===== src/design/assert_macros.svh =====
// Assertion macros shared by the vector normalizer RTL.
// No dependencies; included by the files that carry assertions.
`ifndef ASSERT_MACROS_SVH
`define ASSERT_MACROS_SVH

// Clocked assertion, disabled while reset is asserted
`define VN_ASSERT(lbl, clk, rstn, prop, msg) \
  lbl: assert property (@(posedge clk) disable iff (!rstn) prop) else $error(msg);

// Clocked assertion that also holds during reset
`define VN_ASSERT_ALWAYS(lbl, clk, prop, msg) \
  lbl: assert property (@(posedge clk) prop) else $error(msg);

`endif


===== src/design/vn_pkg.sv =====
// Shared widths and types for the 3D vector normalizer.
// No dependencies; used by every vn_* module and the top level.
package vn_pkg;

  localparam int CompW  = 32;          // input component width
  localparam int FracW  = 30;          // fraction bits of the result
  localparam int SumW   = 2 * CompW;   // sum of squares
  localparam int RootW  = SumW / 2;    // square root width
  localparam int QuotW  = FracW + 1;   // quotient magnitude, up to 2^FracW
  localparam int OutW   = 32;          // result component width
  localparam int NormSt = 5;           // normalise shifter stages (32,16,8,4,2)

  // Sideband carried alongside the sum of squares
  typedef struct packed {
    logic [2:0]            neg;
    logic [2:0][CompW-1:0] mag;
    logic                  zero;
  } side_t;

endpackage


===== src/design/vn_div.sv =====
// Pipelined restoring divider: one quotient bit per stage, then sign and zero.
// Depends on vn_pkg and assert_macros.svh.
`include "assert_macros.svh"
module vn_div (
  input  logic                       clk_i,
  input  logic                       rst_ni,
  input  logic                       valid_i,
  input  logic [vn_pkg::CompW-1:0]   num_i,
  input  logic [vn_pkg::RootW-1:0]   len_i,
  input  logic                       neg_i,
  input  logic                       zero_i,
  output logic                       valid_o,
  output logic [vn_pkg::OutW-1:0]    unit_o,
  output logic                       zero_o
);

  localparam int N = vn_pkg::QuotW;

  logic [N-1:0]                        vld_q;
  logic [N-1:0][vn_pkg::RootW-1:0]     r_q;
  logic [N-1:0][vn_pkg::RootW-1:0]     len_q;
  logic [N-1:0][vn_pkg::QuotW-1:0]     q_q;
  logic [N-1:0]                        neg_q;
  logic [N-1:0]                        zero_q;
  logic                                vout_q;
  logic [vn_pkg::OutW-1:0]             unit_q;
  logic                                zout_q;
  logic [vn_pkg::OutW-1:0]             qmag;

  for (genvar i = 0; i < N; i++) begin : g_st
    logic                       vin, nin, zin;
    logic [vn_pkg::RootW:0]     rin;
    logic [vn_pkg::RootW-1:0]   lin;
    logic [vn_pkg::QuotW-1:0]   qin;
    logic                       ge;
    logic [vn_pkg::RootW:0]     diff;

    if (i == 0) begin : g_first
      // Numerator never exceeds the length, so the first bit is the 1.0 bit
      assign vin = valid_i;
      assign rin = {1'b0, num_i};
      assign lin = len_i;
      assign qin = '0;
      assign nin = neg_i;
      assign zin = zero_i;
    end else begin : g_next
      assign vin = vld_q[i-1];
      assign rin = {r_q[i-1], 1'b0};
      assign lin = len_q[i-1];
      assign qin = q_q[i-1];
      assign nin = neg_q[i-1];
      assign zin = zero_q[i-1];
    end

    assign ge   = (rin >= {1'b0, lin});
    assign diff = rin - {1'b0, lin};

    always_ff @(posedge clk_i or negedge rst_ni) begin
      if (!rst_ni) begin
        vld_q[i] <= 1'b0;
      end else begin
        vld_q[i] <= vin;
      end
    end

    always_ff @(posedge clk_i) begin
      r_q[i]    <= ge ? diff[vn_pkg::RootW-1:0] : rin[vn_pkg::RootW-1:0];
      len_q[i]  <= lin;
      q_q[i]    <= {qin[vn_pkg::QuotW-2:0], ge};
      neg_q[i]  <= nin;
      zero_q[i] <= zin;
    end
  end

  // Output word: apply sign, force zero for a zero vector
  assign qmag = vn_pkg::OutW'(q_q[N-1]);

  always_ff @(posedge clk_i or negedge rst_ni) begin
    if (!rst_ni) begin
      vout_q <= 1'b0;
    end else begin
      vout_q <= vld_q[N-1];
    end
  end

  always_ff @(posedge clk_i) begin
    zout_q <= zero_q[N-1];
    if (zero_q[N-1]) begin
      unit_q <= '0;
    end else if (neg_q[N-1]) begin
      unit_q <= ~qmag + 1'b1;
    end else begin
      unit_q <= qmag;
    end
  end

  assign valid_o = vout_q;
  assign unit_o  = unit_q;
  assign zero_o  = zout_q;

  // Quotient magnitude never exceeds 1.0
  `VN_ASSERT(a_q_bound, clk_i, rst_ni,
    vld_q[N-1] && !zero_q[N-1] |->
      (!q_q[N-1][vn_pkg::QuotW-1] || (q_q[N-1][vn_pkg::QuotW-2:0] == '0)),
    "quotient above one")

endmodule

===== config.mk =====
export PLATFORM = sky130hd
export DESIGN_NAME = vn_div
export DESIGN_NICKNAME = d
export VERILOG_FILES = /design/src/design/vn_pkg.sv /design/src/design/vn_div.sv
export VERILOG_INCLUDE_DIRS = /design/src /design/src/design
export SDC_FILE = /design/constraint.sdc
export NUM_CORES = 2
export LEC_CHECK = 0
export BUFFER_PORTS_ARGS = -buffer_cell sky130_fd_sc_hd__buf_2
export CELL_PAD_IN_SITES_DETAIL_PLACEMENT = 1
export CELL_PAD_IN_SITES_GLOBAL_PLACEMENT = 2
export CORE_MARGIN = 5
export CORE_UTILIZATION = 41
export DETAILED_ROUTE_END_ITERATION = 16
export PLACE_DENSITY = 0.86
export SLEW_MARGIN = 20
export SYNTH_ARGS = -nofsm -noshare
export SYNTH_HDL_FRONTEND = slang
export SYNTH_SLANG_ARGS = --single-unit

===== constraint.sdc =====
create_clock -name clk_i -period 4.1 [get_ports clk_i]
set_input_delay 0.82 -clock clk_i [delete_from_list [all_inputs] [get_ports clk_i]]
set_output_delay 0.82 -clock clk_i [all_outputs]
set_load 0.01 [all_outputs]

==> results.py <==
metrics = {
    "grt": {
        "grt_max_degree": 64,
        "grt-ovfl-total": 0,
        "grt_pass1_vias": 90860,
        "grt.total_usage_pct": 21.12,
        "grt_pass1_wl_um": 497500,
        "antenna_found_initial": 20,
    },
    "worst_setup_path": {
        "crit_type": "reg -> reg",
        "end_kind": "flip-flop",
        "rr_worst_depth": 14,
        "cp_max_fo": 4,
        "worstSetupStartpointType": "flip-flop",
        "worstPathRequired_ns": 4.90,
        "crit_arrival_ns": 4.74,
    },
    "clocking": {
        "clk_path_buf_depth": 4,
        "cts_buffers": 287,
        "clock_sinks": 2543,
        "cts_tree": "built",
        "cts_root_buf": "clkbuf_16",
        "htreeDepth": 5,
        "clk_pin_slew_ns": 0.06,
        "clock_latency_ns": 0.88,
    },
    "routing": {
        "viasPerCell": 5.273,
        "drt_first_pass_iters": 5,
        "ant_nets": 0,
        "wl_per_cell_um": 19.03,
        "wl_um": 314000,
        "vias": 86990,
        "drt_iter0_drc": 4833,
        "drc": 0,
    },
    "placed_design": {
        "hpwlAfterDp_um": 245000,
        "placed_area_um2": 119700,
        "place.gp.congestion": 0.8954,
        "port_buffers": 102,
    },
    "run_status": {
        "status": "complete, no violations",
    },
    "yosys": {
        "synth.top_cells.by_area": "dfxtp_1 44%, ha_1 11%, a21oi_1 4.4%",
        "dominantRegCellSynth": "dfxtp_1",
        "syn_area_per_cell_um2": 9.292,
        "yosys_warnings": 0,
        "synth_top_area_cell": "dfxtp_1",
        "synthArstFlopShare_pct": 1.258,
        "yosysUniqueCellTypes": 95,
        "synth.most_common_cell": "dfxtp_1",
        "synth.ff_latch_count": 2543,
        "synth_top_area_share_pct": 44.08,
        "synthTopCellsByCount": "2,511 x dfxtp_1, 1,248 x inv_1, 999 x a21oi_1",
        "synth_edf_count": 0,
        "synth_cells": 12270,
        "seq_area_frac_synth_pct": 44.78,
        "synth_fp_nets": 13360,
        "synth_area_um2": 114000,
    },
    "die": {
        "io_pins": 103,
        "dieArea_um2": 288800,
        "start_util_pct": 41.21,
        "rows": 193,
        "die_height_um": 537.4,
        "die_x_um": 537.4,
        "core-area_um2": 276700,
    },
    "timing": {
        "finalCritPeriodShare_pct": 96.14,
        "rsz0062_at_grt": "false",
        "worst_pin_slew_ns": 1.126,
        "period_minus_slack_ns": 3.942,
        "finalMaxSlewViolations": 0,
        "final_hold_viol_count": 0,
        "finalSetupViolCount": 0,
        "tns_ns": 0,
        "maxSlewHeadroom_pct": 24.37,
        "fin_skew_ns": 0.03719,
        "clock.fmax_mhz": 253.7,
    },
    "flow_run": {
        "cap_violations": 0,
    },
    "power": {
        "p_per_area_nw_per_um2": 950.4,
        "swShare_pct": 39.58,
        "p_clk_share_pct": 21.5,
        "switchingPower_mw": 48.90,
        "leakage_nw": 59.67,
        "p_int_mw": 74.65,
        "peakVddDrop_v": 0.0004668,
        "power_frac_comb_pct": 47.6,
        "power.share.sequential_pct": 30.9,
    },
    "cells_and_area": {
        "design_area_um2": 130000,
        "nets": 13650,
        "area_delta_synth_final_pct": 13.98,
        "layout-drive-gt1-share_pct": 9.407,
    },
    "worst_hold_path": {
        "hold_path.class": "in -> reg",
        "min_path_cells": 1,
    },
}
## worst max-delay path, cell delays in order (launching register included)
cell	delay (ns)
dfxtp_1	0.35
inv_1	0.07
fa_1	0.48
nor2b_1	0.16
o31a_1	0.21
o31ai_2	0.10
a2111oi_0	0.81
o21a_1	0.34
o31a_1	0.31
a31oi_1	0.16
buf_4	0.19
o21ai_0	0.27
a21oi_1	0.13
xor2_1	0.15
o21ai_0	0.14
## timing repair
| action | in CTS | in global routing |
|---|---|---|
| setup endpoints to repair | 11 | 250 |
| hold buffers | 24 | 0 |
| hold endpoints to repair | 55 | 0 |
| resized for setup | 1 | 22 |
| buffers inserted | 0 | 3 |
| gates cloned | 0 | 2 |
| pin swaps | 1 | 3 |
## metrics by stage
| stage | utilization [%] | setup WS (ns) | cells | total power, mW | hold slack (ns) |
|---|---|---|---|---|---|
| finish | 46.97 | 0.1583 | 16500 | 123.5 | 0.08869 |
| global route | 46.97 | 0.001318 | 16490 | 132.7 | 0.01813 |
| CTS | 46.91 | 0.01542 | 16490 | 124.2 | 0.003864 |
| detailed placement | 43.26 | -0.2032 | 15950 | 96.54 | 0.3132 |
| global placement | 43.26 | -0.3430 | 15950 | 94.78 | 0.3095 |
| floorplan | - | 0.2493 | 12270 | 79.51 | 0.3096 |
## per-layer routing
metal  GRT usage [%]  up-vias  wire length [um]
met5               0        -                40
met4           5.068        6              7463
met3           2.568      490             12090
met2           35.91     1312            146000
met1           28.60    42270            148500
li1                -    42910                 -
## cells by family after synthesis
family | Yosys count | synth area share, %
compound gates | 3247 | 17.71
xor+xnor | 838 | 6.436
fa+ha+maj | 1022 | 11.41
buf+inv | 1562 | 5.187
flops | 2543 | 44.78
mux | 327 | 3.212
simple gates | 2734 | 11.26
## power by group through the flow
stage | combinational [mW] | sequential (mW) | clock (mW)
3_5_place_dp | 57.7 | 38.8 | 0
3_3_place_gp | 56.0 | 38.7 | 0
4_1_cts | 58.5 | 38.4 | 27.3
6_report | 58.8 | 38.2 | 26.5
2_1_floorplan | 43.3 | 36.2 | 0
5_1_grt | 65.4 | 38.9 | 28.3
## sequential cells by signal (all words and copies together) (netlist names), 30 cells and up
| register | count |
|---|---|
| g_st.lin | 960 |
| g_st.nin | 30 |
| g_st.qin | 465 |
| g_st.rin | 960 |
| g_st.vin | 30 |
| g_st.zin | 30 |
| q_q | 31 |
| unit_o | 32 |
## layout make-up
type                    count  area [um^2]
diodes                      4        10.01
clock buffers             388         8180
clock inverters           128         1677
fillers                 31380       146700
inverters                1249         4688
multi-input cells        8170        57330
flip-flops and latches   2543        51070
well taps                3705         4636
repair buffers            310         2402
## path summary, 6_finish.rpt
check	startpoint	end	slack [ns]
setup reg to reg	g_st[29].rin[1]	g_st[30].rin[29]	0.16
hold / removal	len_i[12]	g_st[1].lin[12]	0.09
hold reg to reg	g_st[23].qin[10]	g_st[24].qin[11]	0.31
setup / recovery	g_st[29].rin[1]	g_st[30].rin[29]	0.16
min in group asynchronous	rst_ni	g_st[30].vin	0.55
max in group asynchronous	rst_ni	g_st[3].vin	3.04
## cells in the final DEF (no fill, tap or decap), types with 29 or more instances in the layout
cell type,Yosys,final
a21boi_0,34,33
o41ai_1,31,30
or2_2,46,46
ha_1,992,992
and3_1,70,69
a211oi_1,75,74
o21a_1,129,127
clkbuf_16,0,294
mux2_2,311,311
nor2_1,747,746
nand2_1,871,871
bufinv_16,0,30
nor2b_1,157,157
clkinv_2,0,48
and2_1,41,41
inv_1,1248,1248
dfxtp_1,2511,2510
xnor2_1,477,477
a31oi_1,100,98
nand2b_1,144,144
o21bai_1,117,116
xor2_1,361,361
clkbuf_1,257,47
o211ai_1,29,29
clkbuf_8,0,47
or3_1,48,48
fa_1,30,30
nand3_1,181,181
buf_4,2,163
a21o_1,468,468
o21ai_0,844,838
nor3_1,142,141
nand4_1,165,165
buf_2,36,102
dfrtp_1,32,32
a2111oi_0,33,31
a21oi_1,999,996
o31ai_1,85,81
(Power assumes the default switching activity.)
